`src/rtl/pncm_ram.sv`:
```
// Generic single-write, single-read RAM with registered read data.
// No dependencies.
module pncm_ram #(
    parameter int WIDTH = 8,
    parameter int DEPTH = 256
) (
    input  logic                     i_clk,
    input  logic                     i_we,
    input  logic [$clog2(DEPTH)-1:0] i_waddr,
    input  logic [WIDTH-1:0]         i_wdata,
    input  logic                     i_re,
    input  logic [$clog2(DEPTH)-1:0] i_raddr,
    output logic [WIDTH-1:0]         o_rdata
);
    logic [WIDTH-1:0] r_mem [DEPTH];
    logic [WIDTH-1:0] r_rdata;

    // write port and registered read port
    always_ff @(posedge i_clk) begin
        if (i_we) r_mem[i_waddr] <= i_wdata;
        if (i_re) r_rdata <= r_mem[i_raddr];
    end
    assign o_rdata = r_rdata;
endmodule

```
`config.mk`:
```
export PLATFORM = sky130hd
export DESIGN_NAME = pncm_ram
export DESIGN_NICKNAME = d
export VERILOG_FILES = /design/src/rtl/pncm_ram.sv
export SDC_FILE = /design/constraint.sdc
export NUM_CORES = 2
export LEC_CHECK = 0
export BUFFER_PORTS_ARGS = -buffer_cell sky130_fd_sc_hd__buf_2
export CAP_MARGIN = 40
export CORE_ASPECT_RATIO = 0.5
export CORE_MARGIN = 4
export CORE_UTILIZATION = 35
export DETAILED_ROUTE_END_ITERATION = 16
export PLACE_DENSITY = 0.48
export SYNTH_ARGS = -nofsm -noshare
export SYNTH_HDL_FRONTEND = slang
export SYNTH_SLANG_ARGS = --single-unit
```
`constraint.sdc`:
```
create_clock -name i_clk -period 2.9 [get_ports i_clk]
set_clock_uncertainty 0.05 [all_clocks]
set_input_delay 0.725 -clock i_clk [delete_from_list [all_inputs] [get_ports i_clk]]
set_output_delay 0.725 -clock i_clk [all_outputs]
set_load 0.005 [all_outputs]
```
# Word level (Yosys, flattened, before mapping)
# Memory sizes are Yosys's and may differ from the RTL's. A register that Yosys moved wholly into a read port is not among the register bits.
# Cells that the tools add are included.
[totals] regBits=0 n_memories=1 ramBits=2048 output_inout_bits=8 elab_cells=3 in_bits=27
[memory_table] name="r_mem" words=256 width=8 read_ports=1 rd_clocked_by_memory_dff=1 write_ports=1 line="15" text="logic [WIDTH-1:0] r_mem [DEPTH];"
[classes] mux=2
[op_table] cell="1-bit 2-to-1 mux" count=2

# Logic depth before layout (Yosys ltp)
[depth] depth_word=2 mapped_depth=11 depth_no_buf=6

# Worst setup path after synthesis
# OpenSTA, ideal clock, no wires.
[synth_timing] kind="input-to-reg" from="in i_raddr[0]" to="reg r_rdata[2], in the netlist o_rdata[2] (read register of r_mem), data pin" t_arrival_ns=2.532 path_slack_ns=0.049 cell_stages=9 setup_ns=0.269 t_required_ns=2.581 path_buffers=4 path_cell_list="buf_6 buf_12 buf_8 buf_2 mux4_2 a22oi_1 a21oi_1 nor4_1 nor4_2"
[synth_rtl] item="start: declaration" line="12" text="input logic [$clog2(DEPTH)-1:0] i_raddr,"
[synth_rtl] item="end: declaration" line="16" text="logic [WIDTH-1:0] r_rdata;"

==> out/metrics.yaml <==
setup_path:
  end_kind: "flop"
  cp.required_ns: 3.43
  path_class: "primary input to flop"
  path_max_fanout: 18
  worstSetupStartpointType: "primary input"
  crit_arrival_ns: 3.34
sta:
  rsz0062_at_grt: "false"
  tightest_slew_ns: 0.720
  max_freq_mhz: 355
  drv_slew: 0
  hold_viol_final: 0
  period_needed_ns: 2.82
  post-route-period-util_pct: 97.1
  slew_headroom_pct: 52.0
  setup_viol: 0
  tns_ns: 0
synth:
  synth_area_um2: 79600
  synthFlopType: "edfxtp_1"
  async_flop_share_pct: 0
  yosysUniqueCellTypes: 54
  syn_nets: 3760
  ys_seq_elements: 2056
  synth_seq_area_share_pct: 77.5
  synth_cells: 3733
  synth_area_per_cell_um2: 21.3
  synth_warnings: 0
  synth_edf_count: 2056
place:
  dp_cells: 7287
  dp_hpwl_um: 146000
  gp_routability_congestion: 0.805
  port_buffers: 34
drt:
  wl_um: 220000
  post_drt_via_cell_ratio: 5.32
  firstDrtPassIters: 5
  post_drt_wl_per_cell_um: 28.8
  drt.antenna.violating_nets: 0
  drc_errors: 0
  drtIter0Drc: 4053
  num_vias: 40600
clocking:
  cts_setup_buffers: 0
  cts_max_path_buffers: 4
  hold_buffers: 0
  ctsRootBufferMaster: "clkbuf_16"
  clock_latency_ns: 0.84
  cts-buffers-inserted: 197
  cts_tree: "yes"
  clkTransAtPathRegs_ns: 0.06
  cts_sinks: 2056
  htree_levels: 4
job:
  drv_cap: 0
global_routing:
  grt_pass1_wl_um: 311000
  antenna_found_initial: 17
  grt_overflow: 0
  grt_pass1_vias: 41600
  grt_max_degree: 114
  grt_usage_pct: 18.4
power_and_ir_drop:
  p_leak_nw: 30.5
  peakVddDrop_v: 0.000447
  powerDensity_nw_per_um2: 639
cells_and_area:
  layout-drive-gt1-share_pct: 32.7
  seq_area_um2: 61700
  layout.cells.non_filler: 7630
  fillCellCount: 19700
  multi_input_area_um2: 16600
  layout.nets: 4513
  area_delta_synth_final_pct: 19.4
floorplanning:
  start_util_pct: 35.3
  core_um2: 226000
  rows: 123
  die_height_um: 345
  die_x_um: 683
  ios: 35
  fp.dieArea_um2: 236000
status:
  status: "completed"
worst_hold_path:
  hold_class: "primary input to flop"
cells in the mapped netlist, types with 22 or more instances:
master / n / area [um2]
edfxtp_1: 2056 / 61700
nor4_1: 24 / 150
buf_1: 22 / 82.6
nand2_1: 33 / 124
nor3_1: 22 / 110
buf_2: 31 / 155
mux4_2: 454 / 10200
o221ai_1: 46 / 403
o22ai_1: 28 / 175
a21oi_1: 96 / 480
a22oi_1: 133 / 998
buf_4: 27 / 203
nor2_1: 282 / 1060
clkbuf_1: 111 / 417
nor2b_1: 31 / 194
mux2i_1: 134 / 1340
nand3_1: 34 / 170
state kept, by name (all words and copies together), names as in the netlist:
register,cells
o_rdata,8
r_mem,2048
path summary, 6_finish.rpt:
path                            cells after the start                   start                endpoint  slack [ns]
worst max-delay path                               10              i_raddr[1]    o_rdata[0]$_DFFE_PP_        0.08
worst min-delay path                                1              i_wdata[6]  r_mem[10][6]$_DFFE_PP_        0.18
worst max register to register                      7  r_mem[87][2]$_DFFE_PP_    o_rdata[2]$_DFFE_PP_        0.30
worst min register to register                      6  r_mem[98][7]$_DFFE_PP_    o_rdata[7]$_DFFE_PP_        1.18
power by group:
| part | switching, W | internal, W | leakage, nW |
|---|---|---|---|
| Combinational | 0.00214 | 0.00146 | 9.20 |
| Sequential | 0.0000399 | 0.0328 | 18.5 |
| Clock | 0.0108 | 0.0135 | 2.86 |
placed cells by master, fill, tap and decap left out, types with 8 or more instances in the layout:
cell,n
nor4_2,8
o221ai_1,46
nor2_1,279
clkinv_2,24
a21oi_1,96
nor3_1,19
o211ai_1,10
buf_4,658
nand4_1,10
nor2b_1,28
a211oi_1,15
a22o_1,8
mux2i_1,134
buf_2,24
nand3_1,34
nand2b_1,8
o22ai_1,28
clkbuf_1,56
edfxtp_1,2056
clkinv_1,42
bufinv_16,10
buf_12,96
o21ai_0,10
nand2_1,33
a22oi_1,133
clkbuf_16,201
nor4_1,18
mux4_2,454
a221oi_1,13
buf_8,9
kinds of logic after synthesis:
| logic type | share of synthesized area (%) |
|---|---|
| AND/OR/NAND/NOR | 2.63 |
| multiplexers | 14.6 |
| AO/OA/AOI/OAI | 3.42 |
| buffers and inverters | 1.83 |
| flip-flops | 77.5 |
routing by layer:
layer / global-route usage, % / vias up / wire, um
li1: - / 17200 / -
met1: 26.6 / 21700 / 97100
met2: 28.3 / 1401 / 100000
met3: 4.37 / 284 / 17200
met4: 4.32 / 0 / 4990
met5: 0 / - / 0
per-stage QoR:
stage	utilization, %	total power [W]	cell area, um2	setup WS, ns	hold WS (ns)
after floorplan	-	0.0350	79600	0.0489	0.774
after global placement	39.5	0.0370	89100	-1.54	1.01
after detailed placement	39.5	0.0371	89100	-1.11	1.02
after CTS	42.1	0.0613	95000	0.0111	0.118
after global routing	42.1	0.0628	95000	0.0321	0.137
final	42.1	0.0607	95100	0.0839	0.183
cell type report:
type	instances	area share, %
diodes	4	0.0105
inverters	2	0.00790
well taps	3000	3.95
repair buffers	787	7.49
clock inverters	82	0.663
clock buffers	257	5.51
flip-flops and latches	2056	65.0
multi-input cells	1442	17.4
repair_timing:
| item | CTS | global route |
|---|---|---|
| gates resized for setup | 9 | 2 |
| gates cloned | 0 | 0 |
| setup endpoints to repair | 6 | 4 |
worst max-delay path, stage by stage:
cell	delay [ns]
buf_8	0.28
buf_4	0.41
buf_12	0.17
and2_1	0.30
a221oi_1	0.19
o211ai_1	0.13
nand3_1	0.21
nor4_2	0.57
buf_4	0.22
nor4_2	0.04
(Power assumes the default switching activity.)
