--- src/rtl/pncm_pkg.sv ---
// Shared types, constants and the gradient function of the noise colour map block.
// No dependencies.
package pncm_pkg;
    localparam int unsigned FRAC_BITS = 16;
    localparam logic [16:0] ONE_Q16   = 17'h10000;
    localparam logic [14:0] ONE_Q14   = 15'd16384;

    typedef enum logic {
        ACT_LOAD = 1'b0,
        ACT_EVAL = 1'b1
    } t_action;

    typedef enum logic [1:0] {
        REG_SCALE = 2'd0,
        REG_LOW   = 2'd1,
        REG_MID   = 2'd2,
        REG_HIGH  = 2'd3
    } t_reg_index;

    // Gradient of improved Perlin noise: offsets are signed Q1.16.
    function automatic logic signed [18:0] grad(input logic [3:0] h,
                                                input logic signed [17:0] x,
                                                input logic signed [17:0] y);
        logic signed [18:0] u;
        logic signed [18:0] v;
        u = (h < 4'd8) ? 19'(x) : 19'(y);
        if (h < 4'd4)
            v = 19'(y);
        else if (h == 4'd12 || h == 4'd14)
            v = 19'(x);
        else
            v = '0;
        if (h[0]) u = -u;
        if (h[1]) v = -v;
        return u + v;
    endfunction
endpackage

--- src/rtl/pncm_lerp.sv ---
// One registered lerp stage: a + floor((b-a)*t / 2^16).
// Depends on pncm_pkg.
module pncm_lerp (
    input  logic               i_clk,
    input  logic               i_en,
    input  logic        [16:0] i_t,
    input  logic signed [19:0] i_a,
    input  logic signed [19:0] i_b,
    output logic signed [19:0] o_y
);
    import pncm_pkg::*;
    logic signed [20:0] w_d;
    logic signed [38:0] w_m;
    logic signed [19:0] r_y;

    assign w_d = 21'(i_b) - 21'(i_a);
    assign w_m = 39'(w_d) * $signed({22'd0, i_t});

    // arithmetic shift floors
    always_ff @(posedge i_clk) begin
        if (i_en) r_y <= 20'(21'(i_a) + 21'(w_m >>> FRAC_BITS));
    end
    assign o_y = r_y;
endmodule

--- config.mk ---
export PLATFORM = sky130hd
export DESIGN_NAME = pncm_lerp
export DESIGN_NICKNAME = d
export VERILOG_FILES = /design/src/rtl/pncm_pkg.sv /design/src/rtl/pncm_lerp.sv
export SDC_FILE = /design/constraint.sdc
export NUM_CORES = 1
export LEC_CHECK = 0
export BUFFER_PORTS_ARGS = -buffer_cell sky130_fd_sc_hd__buf_2
export CAP_MARGIN = 25
export CORE_ASPECT_RATIO = 1.2
export CORE_UTILIZATION = 27
export CTS_CLUSTER_SIZE = 12
export DETAILED_ROUTE_END_ITERATION = 7
export GPL_TIMING_DRIVEN = 0
export PLACE_DENSITY = 0.44
export SYNTH_ARGS = -nofsm -noshare
export SYNTH_HDL_FRONTEND = slang
export SYNTH_SLANG_ARGS = --single-unit
--- constraint.sdc ---
create_clock -name i_clk -period 13.75 [get_ports i_clk]
set_clock_uncertainty 0.1 [all_clocks]
set_input_delay 2.75 -clock i_clk [delete_from_list [all_inputs] [get_ports i_clk]]
set_output_delay 2.75 -clock i_clk [all_outputs]
set_load 0.02 [all_outputs]
# Yosys cells after proc, flatten, opt, wreduce, memory -nomap -nowiden
# Cells that the tools add are included.
[word_totals] reg_bits=20 in_bits=59 output_inout_bits=20 elab_cells=4
[classes] add_sub_neg=2 multipliers=1
[ops] cell="$mul 21x18->36" count=1
[ops] cell="$sub 20x20->21" count=1
[ops] cell="$add 20x20->20" count=1

# Depth between registers and ports, before layout
[logic_depth] depth_word=3 mapped_depth=44 ltp_nobuf=43

# Worst setup path before layout
# No wires, ideal clock.
[synth_timing] path_kind="input-to-reg" start="input i_a[1]" end="register r_y[19] (netlist: o_y[19]) (data pin)" setup_ps=268 arrival_time_ps=11561 t_required_ps=13382 setup_slack_ps=1821 path_stages=39 path_buffers=0 cell_sequence="inv_1 > ha_1 > nor2b_1 > o31a_1 > o211a_1 > o21ai_1 > a21oi_1 > o21a_1 > o21ai_1 > nor3b_2 > nor3b_1 > fa_1 > inv_1 > fa_1 > fa_1 > inv_1 > fa_1 > fa_1 > [3 not listed] > ha_1 > nand2_1 > and3_1 > a211o_1 > a21bo_2 > a21boi_0 > o21a_1 > nor2_1 > ha_1 > a21o_1 > or3_1 > a31o_1 > a31oi_1 > nor2b_1 > o211ai_2 > a21oi_1 > xnor3_1 > xnor3_1"
[synth_between] elab_chain_len=3
[synth_lines] item="start, declared" line_no="pncm_lerp.sv:7" source="input logic signed [19:0] i_a,"
[synth_lines] item="$sub 20x20->21" line_no="pncm_lerp.sv:16" source="assign w_d = 21'(i_b) - 21'(i_a);"
[synth_lines] item="$mul 21x18->36" line_no="pncm_lerp.sv:17" source="assign w_m = 39'(w_d) * $signed({22'd0, i_t});"
[synth_lines] item="$add 20x20->20 (*)" line_no="pncm_lerp.sv:21" source="if (i_en) r_y <= 20'(21'(i_a) + 21'(w_m >>> FRAC_BITS));"
[synth_lines] item="end signal, assigned" line_no="pncm_lerp.sv:21"
[synth_lines] item="end, declared" line_no="pncm_lerp.sv:14" source="logic signed [19:0] r_y;"
# Every way passes the cells marked *; elsewhere a longest branch is shown, timed or not.
# A chain may end at the register's enable or synchronous reset.

# Worst setup path after layout
# Ends and elaborated chain as after synthesis.

==> reports/qor.yml <==
die:
  die_y_microns: 257.4
  fp-row-count: 93
  floorplan.die_area_sq_um: 55310
  initial_core_util: 0.2737
  coreArea_sq_um: 53640
  io_pins: 79
  die_x_microns: 214.9
placement:
  dp.cells: 2451
  dp_hpwl_microns: 37940
  io_buffers: 77
  placed_cell_area_sq_um: 16040
  gp_congestion: 0.8233
global_route:
  grt_pass1_wl_microns: 70450
  track_usage: 0.1676
  first_global_vias: 12093
  antenna_found_initial: 3
  grt_overflow: 0
  grt_max_degree: 21
hold_path:
  holdCritPathClass: "in2reg"
  hp-start: "i_a[0]"
cells_and_area:
  fin_util: 0.3027
  area_growth_pct: 10.62
  largest_reg_flops: 20
  design_area_sq_um: 16240
  drive_gt1_frac: 0.07007
  final_cell_count_no_fill: 2456
  fin_nets: 2264
synthesis:
  synth.most_common_cell: "inv_1"
  synth_area_leaders: "fa_1, inv_1, ha_1"
  yosys.cell_types.count: 57
  synthFlopType: "edfxtp_1"
  post-synth-top-area-cell: "fa_1"
  synth_warnings: 0
  synthTopCellsByCount: "inv_1, fa_1, nand2_1, and2_1, ha_1"
  async_reset_ff_frac: 0
  synth_edf_count: 20
  ys_ff_latch: 20
  syn_area_per_cell_sq_um: 8.881
  syn_nets: 2175
  postSynthCellCount: 1653
  synthesis.area_sq_um: 14680
  synth_top_area_share: 0.4582
  ys_seq_area_frac: 0.04091
sta:
  worst_pin_slew_ns: 0.9670
  final_hold_viol_count: 0
  fmax_mhz: 75.67
  period_minus_slack_ns: 13.21
  fin_crit_sh: 0.9611
  slew_violations: 0
  relSlewSlack: 0.3507
  holdWs_ns: 2.712
  finalSetupViolCount: 0
clock_network:
  cts_root_buf: "clkbuf_16"
  cts_tree: "done"
  postCtsSetupRepairBufs: 0
  cts_max_path_buffers: 2
  cts.sinks: 20
  cts_max_level: 1
  numCtsBuffers: 3
  clk_pin_slew_worst_paths_ns: 0.06
drt:
  drc: 0
  first_pass_iters: 5
  drt_iter0_markers: 485
  num_vias: 10974
  viasPerCell: 4.468
  post_drt_wl_per_cell_microns: 18.08
  drt-total-wl_microns: 44410
  route.antenna.remaining_nets: 0
critical_path:
  setup.worst_path.class: "in2reg"
  cp.arrival_ns: 13.11
  slowest_delay_ns: 0.67
  startpoint: "i_a[1]"
  crit_required_ns: 13.65
  critPathMostFrequentCell: "fa_1"
  slowest_stage: "fa_1"
  worstPathMaxFanout: 10
  cp-end-kind: "register"
  startpoint_type: "input port"
outcome:
  status: "complete, no violations"
run:
  maxCapViolations: 0
[worst paths after layout]
kind              cells after the start       to
setup / recovery                     37  o_y[19]
hold / removal                        2   o_y[0]
[per-stage QoR]
stage	worst slack, ns	TNS, ns
6_report	0.5354	0
5_1_grt	-0.003160	-0.003160
4_1_cts	0.09203	0
3_5_place_dp	-0.4762	-0.4762
3_3_place_gp	-0.7544	-1.066
2_1_floorplan	1.821	0
[metal layers]
layer,GRT usage,vias up,part of all wire
li1,-,5062,-
met1,0.2130,5707,0.42
met2,0.3131,169,0.53
met3,0.008983,36,0.023
met4,0.02917,0,0.020
met5,0,-,0
[layout make-up]
class | count | area, sq um
tap | 712 | 890.9
clock buffer | 3 | 75.07
timing repair buffer | 86 | 464.2
sequential | 20 | 600.6
buffer | 54 | 212.7
clock inverter | 1 | 30.03
fill | 5839 | 37400
inverter | 449 | 1685
multi-input combinational | 1128 | 12270
antenna | 3 | 7.507
[cells in the final DEF (no fill, tap or decap), types with 12 or more instances in the layout]
cell	Yosys	final
ha_1	127	127
and2_1	143	143
fa_1	336	336
nor3_1	15	15
clkbuf_1	53	46
nand2b_1	13	13
edfxtp_1	20	20
xor2_1	16	14
buf_2	3	80
a21o_1	20	20
a21oi_1	43	39
and3_1	12	12
xnor2_1	44	41
nor2b_1	27	27
nand2_1	177	177
o21ai_0	18	18
nor2_1	34	33
inv_1	448	448
[kinds of logic after synthesis]
group	Yosys count	synth area share
fa+ha+maj	463	0.5664
compound gates	134	0.05898
simple gates	467	0.1636
buf+inv	505	0.1294
mux	1	0.0007670
xor+xnor	63	0.03997
flops	20	0.04091
[worst max-delay path: cells and delay by family]
family / cells / cell delay, ns
buf+inv: 5 / 1.13
xor+xnor: 3 / 1.21
simple gates: 5 / 0.82
fa+ha+maj: 8 / 3.70
compound gates: 16 / 3.47
[repair_timing]
item                                    in CTS  in global routing
pin swaps                                    0                  1
resized for setup                            1                 24
endpoints found under the setup margin       1                  3
hold buffers                                 0                  0
Power is left out: the tool's default activity adds up to more than one toggle a clock period on the data nets, which glitch-free logic cannot reach.
