[src/rtl/pncm_pkg.sv]
// Shared types, constants and the gradient function of the noise colour map block.
// No dependencies.
package pncm_pkg;
    localparam int unsigned FRAC_BITS = 16;
    localparam logic [16:0] ONE_Q16   = 17'h10000;
    localparam logic [14:0] ONE_Q14   = 15'd16384;

    typedef enum logic {
        ACT_LOAD = 1'b0,
        ACT_EVAL = 1'b1
    } t_action;

    typedef enum logic [1:0] {
        REG_SCALE = 2'd0,
        REG_LOW   = 2'd1,
        REG_MID   = 2'd2,
        REG_HIGH  = 2'd3
    } t_reg_index;

    // Gradient of improved Perlin noise: offsets are signed Q1.16.
    function automatic logic signed [18:0] grad(input logic [3:0] h,
                                                input logic signed [17:0] x,
                                                input logic signed [17:0] y);
        logic signed [18:0] u;
        logic signed [18:0] v;
        u = (h < 4'd8) ? 19'(x) : 19'(y);
        if (h < 4'd4)
            v = 19'(y);
        else if (h == 4'd12 || h == 4'd14)
            v = 19'(x);
        else
            v = '0;
        if (h[0]) u = -u;
        if (h[1]) v = -v;
        return u + v;
    endfunction
endpackage

[src/rtl/pncm_fade.sv]
// Three-stage quintic fade 6t^5-15t^4+10t^3 on a Q0.16 fraction.
// Depends on pncm_pkg.
module pncm_fade (
    input  logic        i_clk,
    input  logic        i_en,
    input  logic [15:0] i_f,
    output logic [16:0] o_fade
);
    import pncm_pkg::*;
    logic [15:0] r_f1, r_a1;
    logic [15:0] r_b2;
    logic [19:0] r_p2;
    logic [16:0] r_fade;
    logic [31:0] w_ff, w_af;
    logic [39:0] w_bp;

    assign w_ff = 32'(i_f) * 32'(i_f);
    assign w_af = 32'(r_a1) * 32'(r_f1);
    assign w_bp = 40'(r_b2) * 40'(r_p2);

    // a = f^2, then b = a*f and the polynomial, then b*p
    always_ff @(posedge i_clk) begin
        if (i_en) begin
            r_f1   <= i_f;
            r_a1   <= w_ff[31:16];
            r_b2   <= w_af[31:16];
            r_p2   <= 20'(20'd6 * 20'(r_a1) + 20'd655360 - 20'd15 * 20'(r_f1));
            r_fade <= w_bp[32:16];
        end
    end
    assign o_fade = r_fade;
endmodule

[config.mk]
export PLATFORM = sky130hd
export DESIGN_NAME = pncm_fade
export DESIGN_NICKNAME = d
export VERILOG_FILES = /design/src/rtl/pncm_pkg.sv /design/src/rtl/pncm_fade.sv
export SDC_FILE = /design/constraint.sdc
export NUM_CORES = 2
export LEC_CHECK = 0
export ABC_AREA = 1
export BUFFER_PORTS_ARGS = -buffer_cell sky130_fd_sc_hd__buf_4
export CORE_MARGIN = 2
export CORE_UTILIZATION = 39
export DETAILED_ROUTE_END_ITERATION = 7
export GPL_TIMING_DRIVEN = 0
export PLACE_DENSITY_LB_ADDON = 0.3
export SYNTH_ARGS = -nofsm -noshare
export SYNTH_HDL_FRONTEND = slang
export SYNTH_SLANG_ARGS = --single-unit
[constraint.sdc]
create_clock -name i_clk -period 8.3 [get_ports i_clk]
set_clock_uncertainty 0.2 [all_clocks]
set_input_delay 0.83 -clock i_clk [delete_from_list [all_inputs] [get_ports i_clk]]
set_output_delay 0.83 -clock i_clk [all_outputs]
set_load 0.02 [all_outputs]
Word-level counts from Yosys, hierarchy flattened
Cells that the tools add are included.
- bits of input ports: 18
- memories: 0
- bits in writable memories: 0
- ROM bits: 0
- register bits after elaboration: 85
- latch bits: 0
- output and inout bits: 17
- logic and storage cells: 12
- bitwise operators: 0
- shift-type cells: 0
- div/mod/pow operators: 0
- multipliers: 5
- add/subtract/negate cells: 2
- muxes and demuxes: 0
- eq/ne operators: 0
- reduce and logical (&&, ||, !) cells: 0
- $lt $le $gt $ge: 0
- operators by type and width (kind ; count):
    multiplier 16 x 16 -> 32 bit ; 2
    multiplier 16 x 20 -> 33 bit ; 1
    adder 19 x 20 -> 20 bit (second input constant) ; 1
    multiplier 4 x 16 -> 20 bit (first input constant) ; 1
    subtractor 20 bit ; 1
    multiplier 2 x 16 -> 18 bit (first input constant) ; 1

Depth between registers and ports, before layout
- depth after elaboration: 3
- gate-level depth with buffers: 27
- depth with buffers taken out: 25

Worst setup path before layout
OpenSTA, ideal clock, no wires.
- path kind: input port to flip-flop
- start: in i_f[13]
- end: reg r_a1[11] (data pin)
- setup slack: 2.233 ns
- arrival: 5.614 ns
- setup time: 0.252 ns
- cell stages on the path: 20
- cell sequence: clkbuf_1 clkbuf_1 nand2_1 fa_1 fa_1 inv_1 fa_1 fa_1 fa_1 inv_1 fa_1 inv_1 ha_1 nand2_1 nor2_1 inv_1 nor4_1 nand2_1 nand3_1 nand2_1
- longest elaborated chain between the ends: 1
- RTL lines (element ; line ; RTL):
    start: declaration ; pncm_fade.sv:6 ; input logic [15:0] i_f,
    multiplier 16 x 16 -> 32 bit ; pncm_fade.sv:17 ; assign w_ff = 32'(i_f) * 32'(i_f);
    net w_ff[27] ; pncm_fade.sv:14 ; logic [31:0] w_ff, w_af;
    end signal: assignment ; pncm_fade.sv:25 ; r_a1 <= w_ff[31:16];
    end: declaration ; pncm_fade.sv:10 ; logic [15:0] r_f1, r_a1;
The timed path passes the listed nets, and every way through them passes these cells.
A chain may end at the register's enable or synchronous reset.

Worst setup path after layout
- start: reg r_f1[4]
- end: reg r_b2[15] (data pin)
- longest elaborated chain between the ends: 1
- RTL lines (element ; line ; RTL):
    start: declaration ; pncm_fade.sv:10 ;
    start signal: assignment ; pncm_fade.sv:24 ; r_f1 <= i_f;
    multiplier 16 x 16 -> 32 bit ; pncm_fade.sv:18 ; assign w_af = 32'(r_a1) * 32'(r_f1);
    net w_af[31] ; pncm_fade.sv:14 ;
    end signal: assignment ; pncm_fade.sv:26 ; r_b2 <= w_af[31:16];
    end: declaration ; pncm_fade.sv:11 ; logic [15:0] r_b2;
The timed path passes the listed nets, and every way through them passes these cells.

==> impl_metrics.csv <==
group,metric,value,unit
floorplan,design.core.area,0.08342,sq mm
sta,tightest_slew,1.197,ns
logic_synthesis,synthTopCellsByArea,"fa_1, inv_1, ha_1",
worst_setup_path,path_class,"flop to flop",
job,maxCapViolations,0,
sta,fmax,140.6,MHz
detailed_routing,drt_first_iter_violations,1566,
worst_setup_path,worstPathArrival,7.05,ns
logic_synthesis,syn_nets,5258,
worst_setup_path,cp_max_fo,10,
detailed_routing,drc_errors,0,
placement,pre_cts_slack,0.9814,ns
worst_setup_path,worstPathRequired,8.23,ns
floorplan,die_w,293.7,microns
floorplan,die_area,0.08628,sq mm
detailed_routing,drt_pre_antenna_iters,8,
placement,hpwlAfterDp,76160,microns
finish,multi_input_area,0.02483,sq mm
floorplan,start_util,39.24,%
logic_synthesis,netlist_area,0.03274,sq mm
clocking,cts_root_buf,"clkbuf_16",
detailed_routing,wl_met1,38430,microns
detailed_routing,vias_per_cell,4.808,
global_route,antenna_found_initial,0,
detailed_routing,wl_per_cell,16.61,microns
placement,globalplace.congestion,0.9438,
floorplan,die_h,293.7,microns
detailed_routing,antenna_left,0,
logic_synthesis,synth_flop_cell,"edfxtp_1",
clocking,post_cts_resized,0,
clocking,cts_max_level,3,
logic_synthesis,synth-seq-cells,85,
global_route,grt_max_degree,86,
logic_synthesis,synth_top_area_share,39.81,%
sta,relSlewSlack,20.21,%
logic_synthesis,ys_seq_area_share,7.797,%
sta,min_period_over_period,85.70,%
sta,drv_slew,0,
logic_synthesis,yosysWarnings,0,
floorplan,io_pins,35,
clocking,hold_buffers,0,
logic_synthesis,synth_top_area_cell,"fa_1",
worst_setup_path,crit_path_frequent_cell,"fa_1",
sta,hold_viol_final,0,
floorplan,rows,106,
worst_setup_path,max_stage_delay,0.72,ns
finish,antenna_cells,0,
clocking,clock_latency,0.38,ns
detailed_routing,vias,25861,
logic_synthesis,yosysUniqueCellTypes,38,
finish,area.growth.synth_to_final,5.920,%
finish,drive_gt1_share,1.861,%
finish,finalNetCount,5303,
finish,seq_area,0.002552,sq mm
detailed_routing,routed_wl,89340,microns
clocking,cts_tree,"built",
global_route,grt_pass1_wl,145500,microns
finish,final_cells,5379,
sta,setup_viol,0,
finish,final_area,0.03468,sq mm
logic_synthesis,synth_cells,4249,
global_route,grt_remaining_overflow,0,
sta,rsz0062_at_grt,"false",
worst_setup_path,crit_chain,"clkbuf_1 > clkbuf_1 > nand2_1 > fa_1 > inv_1 > fa_1 > fa_1 > fa_1 > fa_1 > inv_1 > fa_1 > inv_1 > ha_1 > a21oi_1 > o21ai_1 > a21oi_1 > nor2_1 > nor2_1 > nand2_1 > nand2_1 > nand2_1",
logic_synthesis,syn_area_per_cell,7.705,sq um
detailed_routing,wl_met3,4712,microns
logic_synthesis,async_flop_share,0,%
finish,fillCellCount,8670,
placement,port_buffers,34,
placement,placed_cell_area,0.03434,sq mm
clocking,cts_buffers,9,
detailed_routing,met2WireLength,44020,microns
detailed_routing,top_layer,"met4",
global_route,grt_pass1_vias,27312,
clocking,clock_sinks,85,
clocking,max-clock-path-buffers,2,
sta,setup_tns,0,ns
worst_setup_path,cp-start-kind,"flop",
hold_path,hp-class,"primary input to flop",
worst_setup_path,endpoint_kind,"flop",
sta,final.min_clock_period,7.113,ns
clocking,cts_post_setup_buffers_inserted,0,
sta,worst_slack,1.187,ns
placement,place_inst,5363,
clocking,path_clk_slew,0.07,ns
run_status,status,"finished clean",
logic_synthesis,synth_edf_count,85,
worst_setup_path,slowest_stage,"clkbuf_1",
global_route,grt_use_total,21.68,%
[path summary, 6_finish.rpt]
check        slack [ns]       end  depth (start not counted)  startpoint
max                1.19  r_b2[15]                         21     r_f1[4]
min                0.43  r_f1[10]                          1     i_f[10]
max reg2reg        1.19  r_b2[15]                         21     r_f1[4]
min reg2reg        0.58   r_p2[0]                          0     r_f1[0]
[flip-flops by register name, indices dropped and copies added (netlist names)]
signal	cells
r_a1	16
o_fade	17
r_p2	20
r_b2	16
r_f1	16
[metal layers]
metal	vias up	GRT usage (%)
met5	-	0
met4	0	5.413
met3	128	2.825
met2	671	38.66
met1	12721	27.74
li1	12341	-
[worst max-delay path: cells and delay by family (launching register included)]
| kind | cells | cell delay (ns) |
|---|---|---|
| fa+ha+maj | 7 | 3.47 |
| buf+inv | 5 | 1.42 |
| compound gates | 3 | 0.63 |
| simple gates | 6 | 0.57 |
| flops | 1 | 0.55 |
[per-stage QoR]
step                hold slack, ns  utilization, %
floorplan                   0.3431               -
global placement            0.5452           41.17
detailed placement          0.5662           41.17
CTS                         0.4096           41.57
global route                0.4229           41.57
finish                      0.4300           41.57
[cell usage in the layout (no fill, tap or decap), types with 9 or more instances in the layout]
cell type  netlist  layout
edfxtp_1        85      85
buf_4            2      36
clkbuf_1       149     149
nor3_1          28      28
inv_1         1249    1249
a21o_1          12      12
inv_2           12      12
ha_1           340     340
o21bai_1        16      16
xor2_1          40      40
fa_1           651     651
nand2_1       1112    1112
a21oi_1        131     131
o21ai_1         29      29
nand4_1         16      16
nand3_1         90      90
nor2_1         169     169
clkbuf_16        0       9
o21ai_0         50      50
xnor2_1         15      15
[layout make-up]
cell class,instances,share of cell area (%)
Sequential cell,85,7.361
Clock inverter,7,0.3067
Clock buffer,9,0.6495
Multi-Input combinational cell,2742,71.61
Buffer,160,1.775
Timing Repair Buffer,34,0.7361
Tap cell,1080,3.897
Inverter,1262,13.66
[cell families after synthesis]
logic type               count (synthesis)  share of synthesized area [%]
AO/OA/AOI/OAI                          253                          4.189
XOR/XNOR                                55                          1.471
adder cells (fa/ha/maj)                991                          52.80
buffers and inverters                 1422                          16.35
flip-flops                              85                          7.797
AND/OR/NAND/NOR                       1443                          17.39
[synthesized netlist by cell type, types with 28 or more instances]
master	number
a21oi_1	131
clkbuf_1	149
edfxtp_1	85
fa_1	651
ha_1	340
inv_1	1249
nand2_1	1112
nand3_1	90
nor2_1	169
nor3_1	28
o21ai_0	50
o21ai_1	29
xor2_1	40
Power is not shown: default switching activity piles up to over one toggle a cycle in this logic, so the estimate is an artifact.
